--- config.mk ---
export PLATFORM = sky130hd
export DESIGN_NAME = nonpreemptive_priority_scheduler
export DESIGN_NICKNAME = d
export VERILOG_FILES = /design/src/hdl/npps_pkg.sv /design/src/hdl/npps_ram.sv /design/src/hdl/npps_scan.sv /design/src/hdl/nonpreemptive_priority_scheduler.sv
export SDC_FILE = /design/constraint.sdc
export NUM_CORES = 1
export LEC_CHECK = 0
export BUFFER_PORTS_ARGS = -buffer_cell sky130_fd_sc_hd__buf_4
export CORE_MARGIN = 2
export CORE_UTILIZATION = 55
export DETAILED_ROUTE_END_ITERATION = 8
export PLACE_DENSITY = 0.78
export SLEW_MARGIN = 5
export SYNTH_ARGS = -nofsm -noshare
export SYNTH_HDL_FRONTEND = slang
export SYNTH_SLANG_ARGS = --single-unit
--- constraint.sdc ---
create_clock -name clk -period 4.5 [get_ports clk]
set_input_delay 0.45 -clock clk [delete_from_list [all_inputs] [get_ports clk]]
set_output_delay 0.45 -clock clk [all_outputs]
set_load 0.005 [all_outputs]
--- src/hdl/npps_pkg.sv ---
package npps_pkg;

    // Default table depth
    localparam int MAX_PROCESSES_DEF = 16;

    // Fixed field widths
    localparam int ARR_W     = 16;
    localparam int BURST_W   = 16;
    localparam int PRIO_W    = 8;
    localparam int PIDX_W    = 4;
    localparam int OTIME_W   = 21;

    // Results emitted per set at most
    localparam int RESULT_LIMIT = 16;
    localparam int EMIT_W       = 5;

    // Stream word widths (padded to bytes)
    localparam int IN_DATA_W  = 40;
    localparam int OUT_DATA_W = 72;

    // One stored process
    typedef struct packed {
        logic [PRIO_W-1:0]  prio;
        logic [BURST_W-1:0] burst;
        logic [ARR_W-1:0]   arrival;
    } entry_t;

    localparam int ENTRY_W = $bits(entry_t);

endpackage

--- src/hdl/npps_ram.sv ---
module npps_ram import npps_pkg::*;
#(
    parameter int WIDTH = ENTRY_W,
    parameter int DEPTH = MAX_PROCESSES_DEF
)
(
    input  logic                     clk,
    input  logic                     we,
    input  logic [$clog2(DEPTH)-1:0] waddr,
    input  logic [WIDTH-1:0]         wdata,
    input  logic [$clog2(DEPTH)-1:0] raddr,
    output logic [WIDTH-1:0]         rdata
);

    logic [WIDTH-1:0] mem [DEPTH];

    // Single write port, registered read port
    always_ff @(posedge clk)
    begin
        if (we)
        begin
            mem[waddr] <= wdata;
        end
        rdata <= mem[raddr];
    end

endmodule

--- src/hdl/npps_scan.sv ---
module npps_scan import npps_pkg::*;
#(
    parameter int MAX_PROCESSES = MAX_PROCESSES_DEF,
    parameter int IDX_W         = $clog2(MAX_PROCESSES),
    parameter int TIME_W        = 21
)
(
    input  logic              clk,
    input  logic              rst_n,
    input  logic              clr,
    input  logic              vld,
    input  logic [IDX_W-1:0]  idx,
    input  entry_t            ent,
    input  logic              done,
    input  logic [TIME_W-1:0] cur_time,
    output logic              found,
    output logic [IDX_W-1:0]  best_idx,
    output entry_t            best,
    output logic [ARR_W-1:0]  min_arr
);

    logic              found_reg;
    logic [IDX_W-1:0]  best_idx_reg;
    entry_t            best_reg;
    logic [ARR_W-1:0]  min_arr_reg;
    logic              ready;
    logic              take;

    // Entry has arrived and is unfinished
    assign ready = !done && (TIME_W'(ent.arrival) <= cur_time);
    // Strictly higher priority replaces, so the lowest index wins ties
    assign take  = ready && (!found_reg || (ent.prio > best_reg.prio));

    // Running best and earliest pending arrival
    always_ff @(posedge clk or negedge rst_n)
    begin
        if (!rst_n)
        begin
            found_reg   <= 1'b0;
            min_arr_reg <= '1;
        end
        else if (clr)
        begin
            found_reg   <= 1'b0;
            min_arr_reg <= '1;
        end
        else if (vld)
        begin
            if (take)
            begin
                found_reg <= 1'b1;
            end
            if (!done && (ent.arrival < min_arr_reg))
            begin
                min_arr_reg <= ent.arrival;
            end
        end
    end

    // Payload of the best candidate
    always_ff @(posedge clk)
    begin
        if (vld && !clr && take)
        begin
            best_idx_reg <= idx;
            best_reg     <= ent;
        end
    end

    assign found    = found_reg;
    assign best_idx = best_idx_reg;
    assign best     = best_reg;
    assign min_arr  = min_arr_reg;

endmodule

--- src/hdl/nonpreemptive_priority_scheduler.sv ---
// Non-preemptive priority scheduler.
// Load: one word per cycle, no result until the word marked tlast.
// Per result: one pass over the process RAM at one read per cycle through the registered read
// pipeline, then pick, difference and output; an idle processor adds a further pass
// that jumps time to the earliest pending arrival.
// Reset clears counters, done flags and the output register; the RAM is not cleared.
module nonpreemptive_priority_scheduler import npps_pkg::*;
#(
    parameter int MAX_PROCESSES = MAX_PROCESSES_DEF
)
(
    input  logic                  clk,
    input  logic                  rst_n,
    // arrival_time[15:0], burst_length[31:16], priority_level[39:32]
    input  logic [IN_DATA_W-1:0]  s_tdata,
    input  logic                  s_tlast,
    input  logic                  s_tvalid,
    output logic                  s_tready,
    // process_index[3:0], completion_time[24:4], waiting_time[45:25],
    // turnaround_time[66:46]
    output logic [OUT_DATA_W-1:0] m_tdata,
    output logic                  m_tlast,
    output logic                  m_tvalid,
    input  logic                  m_tready
);

    localparam int IDX_W  = $clog2(MAX_PROCESSES);
    localparam int CNT_W  = $clog2(MAX_PROCESSES + 1);
    localparam int TIME_W = $clog2((MAX_PROCESSES + 1) * (1 << ARR_W));

    typedef enum logic [2:0] {ST_LOAD, ST_SCAN, ST_PICK, ST_CALC, ST_EMIT} state_t;

    state_t                    state_reg;
    logic [CNT_W-1:0]          loaded_reg;
    logic [CNT_W-1:0]          finished_reg;
    logic [CNT_W-1:0]          issue_reg;
    logic [EMIT_W-1:0]         emit_reg;
    logic [TIME_W-1:0]         time_reg;
    logic [TIME_W-1:0]         turn_reg;
    logic [MAX_PROCESSES-1:0]  done_reg;
    logic                      rd_valid_reg;
    logic [IDX_W-1:0]          rd_idx_reg;
    logic                      m_tvalid_reg;
    logic                      m_tlast_reg;
    logic [OUT_DATA_W-1:0]     m_tdata_reg;

    logic                      in_acc;
    logic                      wr_en;
    entry_t                    wr_ent;
    entry_t                    rd_ent;
    logic [ENTRY_W-1:0]        rd_word;
    logic [IDX_W-1:0]          rd_addr;
    logic                      issue;
    logic                      scan_clr;
    logic                      found;
    logic [IDX_W-1:0]          best_idx;
    entry_t                    best;
    logic [ARR_W-1:0]          min_arr;
    logic                      slot_free;
    logic                      emit_go;
    logic                      is_last;
    logic [TIME_W-1:0]         wait_time;

    // Input side
    assign s_tready = (state_reg == ST_LOAD);
    assign in_acc   = s_tvalid && s_tready;
    assign wr_en    = in_acc && (loaded_reg < CNT_W'(MAX_PROCESSES));
    assign wr_ent   = entry_t'(s_tdata[ENTRY_W-1:0]);

    // Scan read issue
    assign issue    = (state_reg == ST_SCAN) && (issue_reg < loaded_reg);
    assign rd_addr  = issue_reg[IDX_W-1:0];
    assign scan_clr = (state_reg == ST_SCAN) && (issue_reg == '0);
    assign rd_ent   = entry_t'(rd_word);

    npps_ram #(
        .WIDTH (ENTRY_W),
        .DEPTH (MAX_PROCESSES)
    ) u_ram (
        .clk   (clk),
        .we    (wr_en),
        .waddr (loaded_reg[IDX_W-1:0]),
        .wdata (wr_ent),
        .raddr (rd_addr),
        .rdata (rd_word)
    );

    npps_scan #(
        .MAX_PROCESSES (MAX_PROCESSES),
        .IDX_W         (IDX_W),
        .TIME_W        (TIME_W)
    ) u_scan (
        .clk      (clk),
        .rst_n    (rst_n),
        .clr      (scan_clr),
        .vld      (rd_valid_reg),
        .idx      (rd_idx_reg),
        .ent      (rd_ent),
        .done     (done_reg[rd_idx_reg]),
        .cur_time (time_reg),
        .found    (found),
        .best_idx (best_idx),
        .best     (best),
        .min_arr  (min_arr)
    );

    // Output slot and result fields
    assign slot_free = !m_tvalid_reg || m_tready;
    assign emit_go   = (state_reg == ST_EMIT) && slot_free;
    assign is_last   = (finished_reg == loaded_reg) ||
                       (emit_reg == EMIT_W'(RESULT_LIMIT - 1));
    assign wait_time = turn_reg - TIME_W'(best.burst);

    // Sequencer, counters and output register
    always_ff @(posedge clk or negedge rst_n)
    begin
        if (!rst_n)
        begin
            state_reg    <= ST_LOAD;
            loaded_reg   <= '0;
            finished_reg <= '0;
            issue_reg    <= '0;
            emit_reg     <= '0;
            time_reg     <= '0;
            turn_reg     <= '0;
            done_reg     <= '0;
            rd_valid_reg <= 1'b0;
            rd_idx_reg   <= '0;
            m_tvalid_reg <= 1'b0;
            m_tlast_reg  <= 1'b0;
            m_tdata_reg  <= '0;
        end
        else
        begin
            if (m_tready && !emit_go)
            begin
                m_tvalid_reg <= 1'b0;
            end
            rd_valid_reg <= issue;
            rd_idx_reg   <= rd_addr;
            if (issue)
            begin
                issue_reg <= issue_reg + CNT_W'(1);
            end

            unique case (state_reg)
                ST_LOAD:
                begin
                    if (in_acc)
                    begin
                        if (wr_en)
                        begin
                            loaded_reg <= loaded_reg + CNT_W'(1);
                        end
                        if (s_tlast)
                        begin
                            time_reg  <= '0;
                            issue_reg <= '0;
                            state_reg <= ST_SCAN;
                        end
                    end
                end
                ST_SCAN:
                begin
                    if (!issue && !rd_valid_reg && (issue_reg == loaded_reg))
                    begin
                        state_reg <= ST_PICK;
                    end
                end
                ST_PICK:
                begin
                    issue_reg <= '0;
                    if (found)
                    begin
                        time_reg           <= time_reg + TIME_W'(best.burst);
                        done_reg[best_idx] <= 1'b1;
                        finished_reg       <= finished_reg + CNT_W'(1);
                        state_reg          <= ST_CALC;
                    end
                    else
                    begin
                        // Idle: jump to the earliest pending arrival
                        time_reg  <= TIME_W'(min_arr);
                        state_reg <= ST_SCAN;
                    end
                end
                ST_CALC:
                begin
                    turn_reg  <= time_reg - TIME_W'(best.arrival);
                    state_reg <= ST_EMIT;
                end
                ST_EMIT:
                begin
                    if (slot_free)
                    begin
                        m_tvalid_reg <= 1'b1;
                        m_tlast_reg  <= is_last;
                        m_tdata_reg  <= {5'b0, OTIME_W'(turn_reg), OTIME_W'(wait_time),
                                         OTIME_W'(time_reg), PIDX_W'(best_idx)};
                        issue_reg    <= '0;
                        if (is_last)
                        begin
                            loaded_reg   <= '0;
                            finished_reg <= '0;
                            emit_reg     <= '0;
                            time_reg     <= '0;
                            done_reg     <= '0;
                            state_reg    <= ST_LOAD;
                        end
                        else
                        begin
                            emit_reg  <= emit_reg + EMIT_W'(1);
                            state_reg <= ST_SCAN;
                        end
                    end
                end
                default:
                begin
                    state_reg <= ST_LOAD;
                end
            endcase
        end
    end

    assign m_tdata  = m_tdata_reg;
    assign m_tlast  = m_tlast_reg;
    assign m_tvalid = m_tvalid_reg;

    // Finished processes never exceed the loaded set
    a_fin_le_load: assert property (@(posedge clk) disable iff (!rst_n)
        finished_reg <= loaded_reg)
        else $error("finished count exceeds loaded count");

    // A pass with no ready process only happens with work still pending
    a_idle_pending: assert property (@(posedge clk) disable iff (!rst_n)
        (state_reg == ST_PICK) && !found |-> finished_reg < loaded_reg)
        else $error("idle pass with all processes finished");

    // Loading starts from a cleared schedule
    a_load_clean: assert property (@(posedge clk) disable iff (!rst_n)
        (state_reg == ST_LOAD) |-> (finished_reg == '0) && (emit_reg == '0))
        else $error("schedule state not cleared while loading");

    // Emission count stays within the result limit
    a_emit_limit: assert property (@(posedge clk) disable iff (!rst_n)
        emit_reg < EMIT_W'(RESULT_LIMIT))
        else $error("result count out of range");

endmodule

==> results of run 1 <==
==> cells in the mapped netlist (all sizes together), types with 6 or more instances <==
| cell type | instances | area [sq um] |
|---|---|---|
| dfxtp | 40 | 801 |
| o21ai | 103 | 515 |
| nand2b | 17 | 106 |
| dfstp | 16 | 420 |
| o21a | 10 | 75.1 |
| xor2 | 27 | 236 |
| o31ai | 9 | 81.3 |
| nand4 | 15 | 93.8 |
| nand2 | 229 | 872 |
| buf | 23 | 143 |
| a31oi | 13 | 81.3 |
| xnor2 | 32 | 280 |
| a211oi | 7 | 52.6 |
| mux2i | 10 | 100 |
| edfxtp | 684 | 20500 |
| inv | 91 | 342 |
| a21oi | 73 | 365 |
| nor2b | 13 | 83.8 |
| nor2 | 71 | 267 |
| o211ai | 29 | 293 |
| nand3 | 23 | 115 |
| clkbuf | 79 | 297 |
| mux4 | 205 | 4630 |
| dfrtp | 156 | 3900 |
| a21o | 30 | 225 |
| and2 | 6 | 37.5 |
| nor3 | 21 | 105 |
| ha | 101 | 1260 |
| and3 | 7 | 43.8 |
==> report_power, final <==
group | switching, W | internal [W]
combinational | 0.00361 | 0.00339
sequential | 0.000825 | 0.00978
clock | 0.00317 | 0.00442
total | 0.00761 | 0.0176
==> cell type report <==
type	instances	area [sq um]	area share [%]
antenna	3	7.51	0.0179
clock buffer	114	2380	5.67
clock inverter	52	624	1.49
inverter	91	342	0.812
multi-input combinational	1124	10700	25.4
sequential	896	25700	61.1
tap	873	1090	2.60
timing repair buffer	157	1230	2.94
==> cell families (layout without fill, tap and decap cells) <==
logic type               after synthesis  after routing  share of synthesized area, %
AO/OA/AOI/OAI                        318            318                          5.60
XOR/XNOR                              59             59                          1.40
buffers and inverters                193            414                          2.11
adder cells (fa/ha/maj)              104            104                          3.58
AND/OR/NAND/NOR                      421            421                          5.05
flip-flops                           896            896                          69.4
multiplexers                         217            217                          12.8
other                                  1              8                        0.0101
==> worst max-delay path: stages, from the launching register on <==
cell and delay, ns:
dfrtp_1 0.46, nor2_1 0.37, nand3_1 0.19, nor2_1 0.34, nand2_1 0.31, nor2_4 0.94, buf_4 0.35
==> layer usage <==
metal	GRT usage (%)	wire length [microns]	vias up	part of all wire (%)
li1	-	-	8851	-
met1	32.7	33200	10500	39
met2	42.7	43600	872	51
met3	4.12	5530	172	6.5
met4	8.22	2460	6	2.9
met5	0	47	-	0.055
==> stage by stage <==
stage	hold WS (ns)	util, %
after detailed placement	0.407	58.3
after floorplan	0.154	-
after CTS	0.0440	62.8
after global placement	0.397	58.3
after global routing	0.0758	62.8
final	0.0781	62.8
==> worst paths after layout <==
path | start | to | slack [ns] | depth (start not counted)
max in group asynchronous | rst_n | u_scan.min_arr[14] | 2.92 | 3
min | s_tdata[14] | u_ram.mem[12][14] | 0.08 | 1
min reg2reg | u_ram.rdata[26] | u_scan.best[26] | 0.41 | 0
max | state_reg[1] | u_ram.mem[5][25] | 1.21 | 6
max reg2reg | state_reg[1] | u_ram.mem[5][25] | 1.21 | 6
min in group asynchronous | rst_n | m_tdata[25] | 0.50 | 2
==> timing repair <==
item | CTS | global route
buffers inserted | 0 | 0
endpoints found under the hold margin | 102 | 0
hold buffers | 1 | 0
gates resized for setup | 0 | 0
==> flow_summary_export.csv, run 1 <==
group,metric,value,unit
run_status,status,"finished, final reports clean",
route,ant_nets,0,
clock_tree,cts_buffers,90,
clock_tree,cts.sinks,896,
finish,final_cell_mix,"edfxtp_1, nand2_1, mux4_2",
route,drt_iter0_markers,2028,
run,drv_cap,0,
die,dieHeight,263,microns
finish,fillCellCount,4545,
clock_tree,clkSlewWorstSetupHoldPaths,0.06,ns
worst_setup_path,path_max_fanout,27,
sta,max_slew.worst_pin.slew,1.16,ns
die,design.die.area,69300,sq um
synth,synth_seq_cells,896,
die,rows,95,
grt,grt_use_total,24.9,%
die,core,66900,sq um
synth,syn_avg_cell_area,16.7,sq um
synth,ys_types,73,
clock_tree,root_buffer,"clkbuf_16",
power,power.density,599,nW/um^2
grt,grt_first_pass_wirelength,130000,microns
route,first_pass_iters,5,
die,die_x,263,microns
worst_setup_path,setup.worst_path.end_class,"register",
finish,final_nets,2509,
power,p_leak,15.4,nW
placement,dp.cells,3140,
synth,synth_edf_count,684,
sta,hold_violations,0,
grt,grt_max_degree,166,
worst_setup_path,crit_type,"reg2reg",
sta,min_period,3.29,ns
worst_setup_path,critPathArrivalTime,3.63,ns
clock_tree,cts_max_level,3,
grt,antenna_found_initial,8,
worst_setup_path,startpoint_type,"register",
power,report.power.total,0.0252,W
sta,setup_ws,1.21,ns
route,via_count,20400,
finish,instances_no_fill,3310,
route,drt_wl_total,84800,microns
finish,largest_reg_flops,640,
die,pin_count,120,
clock_tree,cts.path.max_buffers,3,
finish,fin_area,42000,sq um
synth,async_flop_share,19.2,%
finish,drive_above_1_share,23.0,%
clock_tree,clock_latency,0.67,ns
placement,pre_cts_ws,1.24,ns
route,vias_per_cell,6.16,
sta,fmax,304,MHz
sta,final_max_slew_viol_count,0,
synth,syn_area,37000,sq um
route,post_drt_wl_per_cell,25.6,microns
finish,mostFrequentLayoutCell,"edfxtp_1",
worst_setup_path,worstPathRequired,4.84,ns
clock_tree,cts_tree,"built",
sta,finalCritPeriodShare,73.1,%
sta,relSlewSlack,22.2,%
grt,grt_pass1_vias,21000,
die,initial_core_util,55.3,%
sta,rsz0062_at_grt,"false",
placement,post_dp_cell_area,39000,sq um
route,drcViolationCount,0,
finish,area_growth,13.7,%
synth,synth_seq_area_share,69.4,%
placement,gp_congestion,0.885,
synth,yosys_warnings,0,
sta,clock_skew,0.0396,ns
grt,grt_overflow,0,
synth,ys.flop_type,"edfxtp_1",
placement,dp_hpwl,50200,microns
sta,setup_tns,0,ns
placement,portBuffers,114,
sta,setup_viol,0,
power,ir_drop,0.000842,V
hold_path,hp-class,"in2reg",
synth,synthCells,2209,
No activity file was read; power rests on OpenSTA's default activity.
==> run 2, diff against run 1 <==
==> constraint.sdc (replaced) <==
create_clock -name clk -period 2.8 [get_ports clk]
set_input_delay 0.28 -clock clk [delete_from_list [all_inputs] [get_ports clk]]
set_output_delay 0.28 -clock clk [all_outputs]
set_load 0.005 [all_outputs]
==> flow_summary_export.csv, run 2 (synthesis results as in run 1) <==
group,metric,value,unit
clock_tree,cts_max_level,3,
route,via_count,20900,
route,drt_wl_total,88000,microns
grt,grt_pass1_vias,21800,
clock_tree,clock_latency,0.66,ns
route,drcViolationCount,0,
finish,mostFrequentLayoutCell,"edfxtp_1",
worst_setup_path,critPathArrivalTime,3.29,ns
worst_setup_path,critical-path-max-stage-delay,0.41,ns
clock_tree,cts.path.max_buffers,3,
grt,antenna_found_initial,15,
clock_tree,cts_tree,"built",
clock_tree,root_buffer,"clkbuf_16",
power,p_leak,15.8,nW
sta,finalCritPeriodShare,96.7,%
clock_tree,cts.sinks,896,
route,ant_nets,0,
worst_setup_path,cp_cell_sequence,"ha_1 -> fa_1 -> a21o_1 -> a221oi_2 -> o211ai_1 -> a41oi_2 -> o221ai_1 -> a31o_2 -> nand3_1",
worst_setup_path,crit_family,"compound AO/OA/AOI/OAI gates",
worst_setup_path,worst-path-buf-inv,0,
route,post_drt_wl_per_cell,26.0,microns
run_status,status,"finished, final reports clean",
finish,largest_reg_flops,640,
placement,pre_cts_ws,-0.0110,ns
worst_setup_path,startpoint_type,"register",
sta,final_max_slew_viol_count,0,
sta,hold_violations,0,
grt,grt_use_total,25.7,%
die,design.die.area,69300,sq um
worst_setup_path,worstPathRequired,3.38,ns
power,power_frac_comb,29.4,%
route,vias_per_cell,6.18,
worst_setup_path,setup.worst_path.end_class,"register",
grt,grt_max_degree,113,
finish,final_cell_mix,"edfxtp_1, nand2_1, mux4_2",
finish,final_nets,2584,
clock_tree,cts_buffers,86,
route,first_pass_iters,7,
sta,relSlewSlack,40.6,%
placement,portBuffers,114,
grt,grt_overflow,0,
worst_setup_path,worstSetupPathDepth,9,
worst_setup_path,crit_type,"reg2reg",
grt,grt_first_pass_wirelength,134000,microns
placement,gp_congestion,0.899,
hold_path,holdPathStages,3,
die,core,66900,sq um
worst_setup_path,crit_slowest_cell,"edfxtp_1",
sta,setup_ws,0.0917,ns
hold_path,hp-class,"in2reg",
finish,drive_above_1_share,23.8,%
worst_setup_path,path_max_fanout,4,
power,clockPowerShare,28.7,%
power,p_int,0.0281,W
power,switching_power,0.0124,W
power,power.density,941,nW/um^2
die,pin_count,120,
sta,setup_tns,0,ns
sta,clock_skew,0.0376,ns
finish,area_growth,16.4,%
route,drt_iter0_markers,2118,
die,initial_core_util,55.3,%
sta,min_period,2.71,ns
die,rows,95,
run,drv_cap,0,
sta,fmax,369,MHz
placement,dp_hpwl,50300,microns
power,ir_drop,0.000519,V
clock_tree,clkSlewWorstSetupHoldPaths,0.07,ns
sta,rsz0062_at_grt,"false",
finish,utilization,64.3,%
worst_setup_path,reg2reg_depth,9,
sta,setup_viol,0,
sta,max_slew.worst_pin.slew,0.891,ns
power,seq_power_share,41.9,%
die,dieHeight,263,microns
power,switching_share,30.6,%
die,die_x,263,microns
-- run 2: cell count changes in the layout (fill, tap and decap cells not counted), moves of 5 or more --
cell	previous run	this run
clkinv_2	15	9
buf_4	151	160
dlygate4sd3_1	1	41
buf_12	4	34
bufinv_16	11	6
-- run 2: worst reg2reg max path, delay by kind of cell (launching register included) --
kind,cells,cell delay (ns)
flops,1,0.41
compound gates,6,1.56
fa+ha+maj,2,0.62
simple gates,1,0.07
-- run 2: repair_timing --
item / in CTS / in global routing
setup buffers: 0 / 0
gates resized for setup: 1 / 6
endpoints found under the setup margin: 1 / 50
endpoints found under the hold margin: 687 / 0
hold buffers: 41 / 0
-- run 2: final timing paths --
| path | slack (ns) | from | end |
|---|---|---|---|
| worst max-delay path | 0.09 | u_scan.best[16] | time_reg[20] |
| worst min-delay path | 0.05 | m_tready | m_tvalid |
| worst max register to register | 0.09 | u_scan.best[16] | time_reg[20] |
| worst min register to register | 0.41 | u_ram.rdata[28] | u_scan.best[28] |
| max in group asynchronous | 1.76 | rst_n | issue_reg[1] |
| min in group asynchronous | 0.23 | rst_n | m_tdata[26] |
-- run 2: metrics by stage --
stage	total power [W]	cells	cell area, sq um	hold slack [ns]
after global routing	0.0422	3383	43000	0.0648
final	0.0405	3384	43000	0.0487
after detailed placement	0.0289	3179	39700	0.347
after CTS	0.0406	3381	43000	0.0228
after floorplan	0.0248	2213	37100	-0.0156
after global placement	0.0285	3179	39700	0.339
-- run 2: routing by layer --
layer | routed length [microns] | global-route usage [%] | vias up
met1 | 33800 | 33.2 | 10700
li1 | - | - | 9000
met5 | 85 | 0 | -
met3 | 6720 | 4.47 | 219
met4 | 2780 | 9.99 | 14
met2 | 44700 | 43.7 | 1040
-- run 2: power by group through the flow --
stage          clock, W  combinational [W]  sequential (W)
6_report         0.0116             0.0119          0.0170
5_1_grt          0.0123             0.0129          0.0171
4_1_cts          0.0118             0.0119          0.0169
3_5_place_dp          0             0.0117          0.0172
3_3_place_gp          0             0.0114          0.0171
2_1_floorplan         0            0.00822          0.0166
-- run 2: layout make-up --
| type | instances | area (sq um) |
|---|---|---|
| diodes | 3 | 7.51 |
| clock buffers | 114 | 2350 |
| clock inverters | 47 | 490 |
| fillers | 4378 | 23900 |
| inverters | 91 | 342 |
| multi-input cells | 1124 | 10800 |
| flip-flops and latches | 896 | 25700 |
| well taps | 873 | 1090 |
| repair buffers | 236 | 2300 |
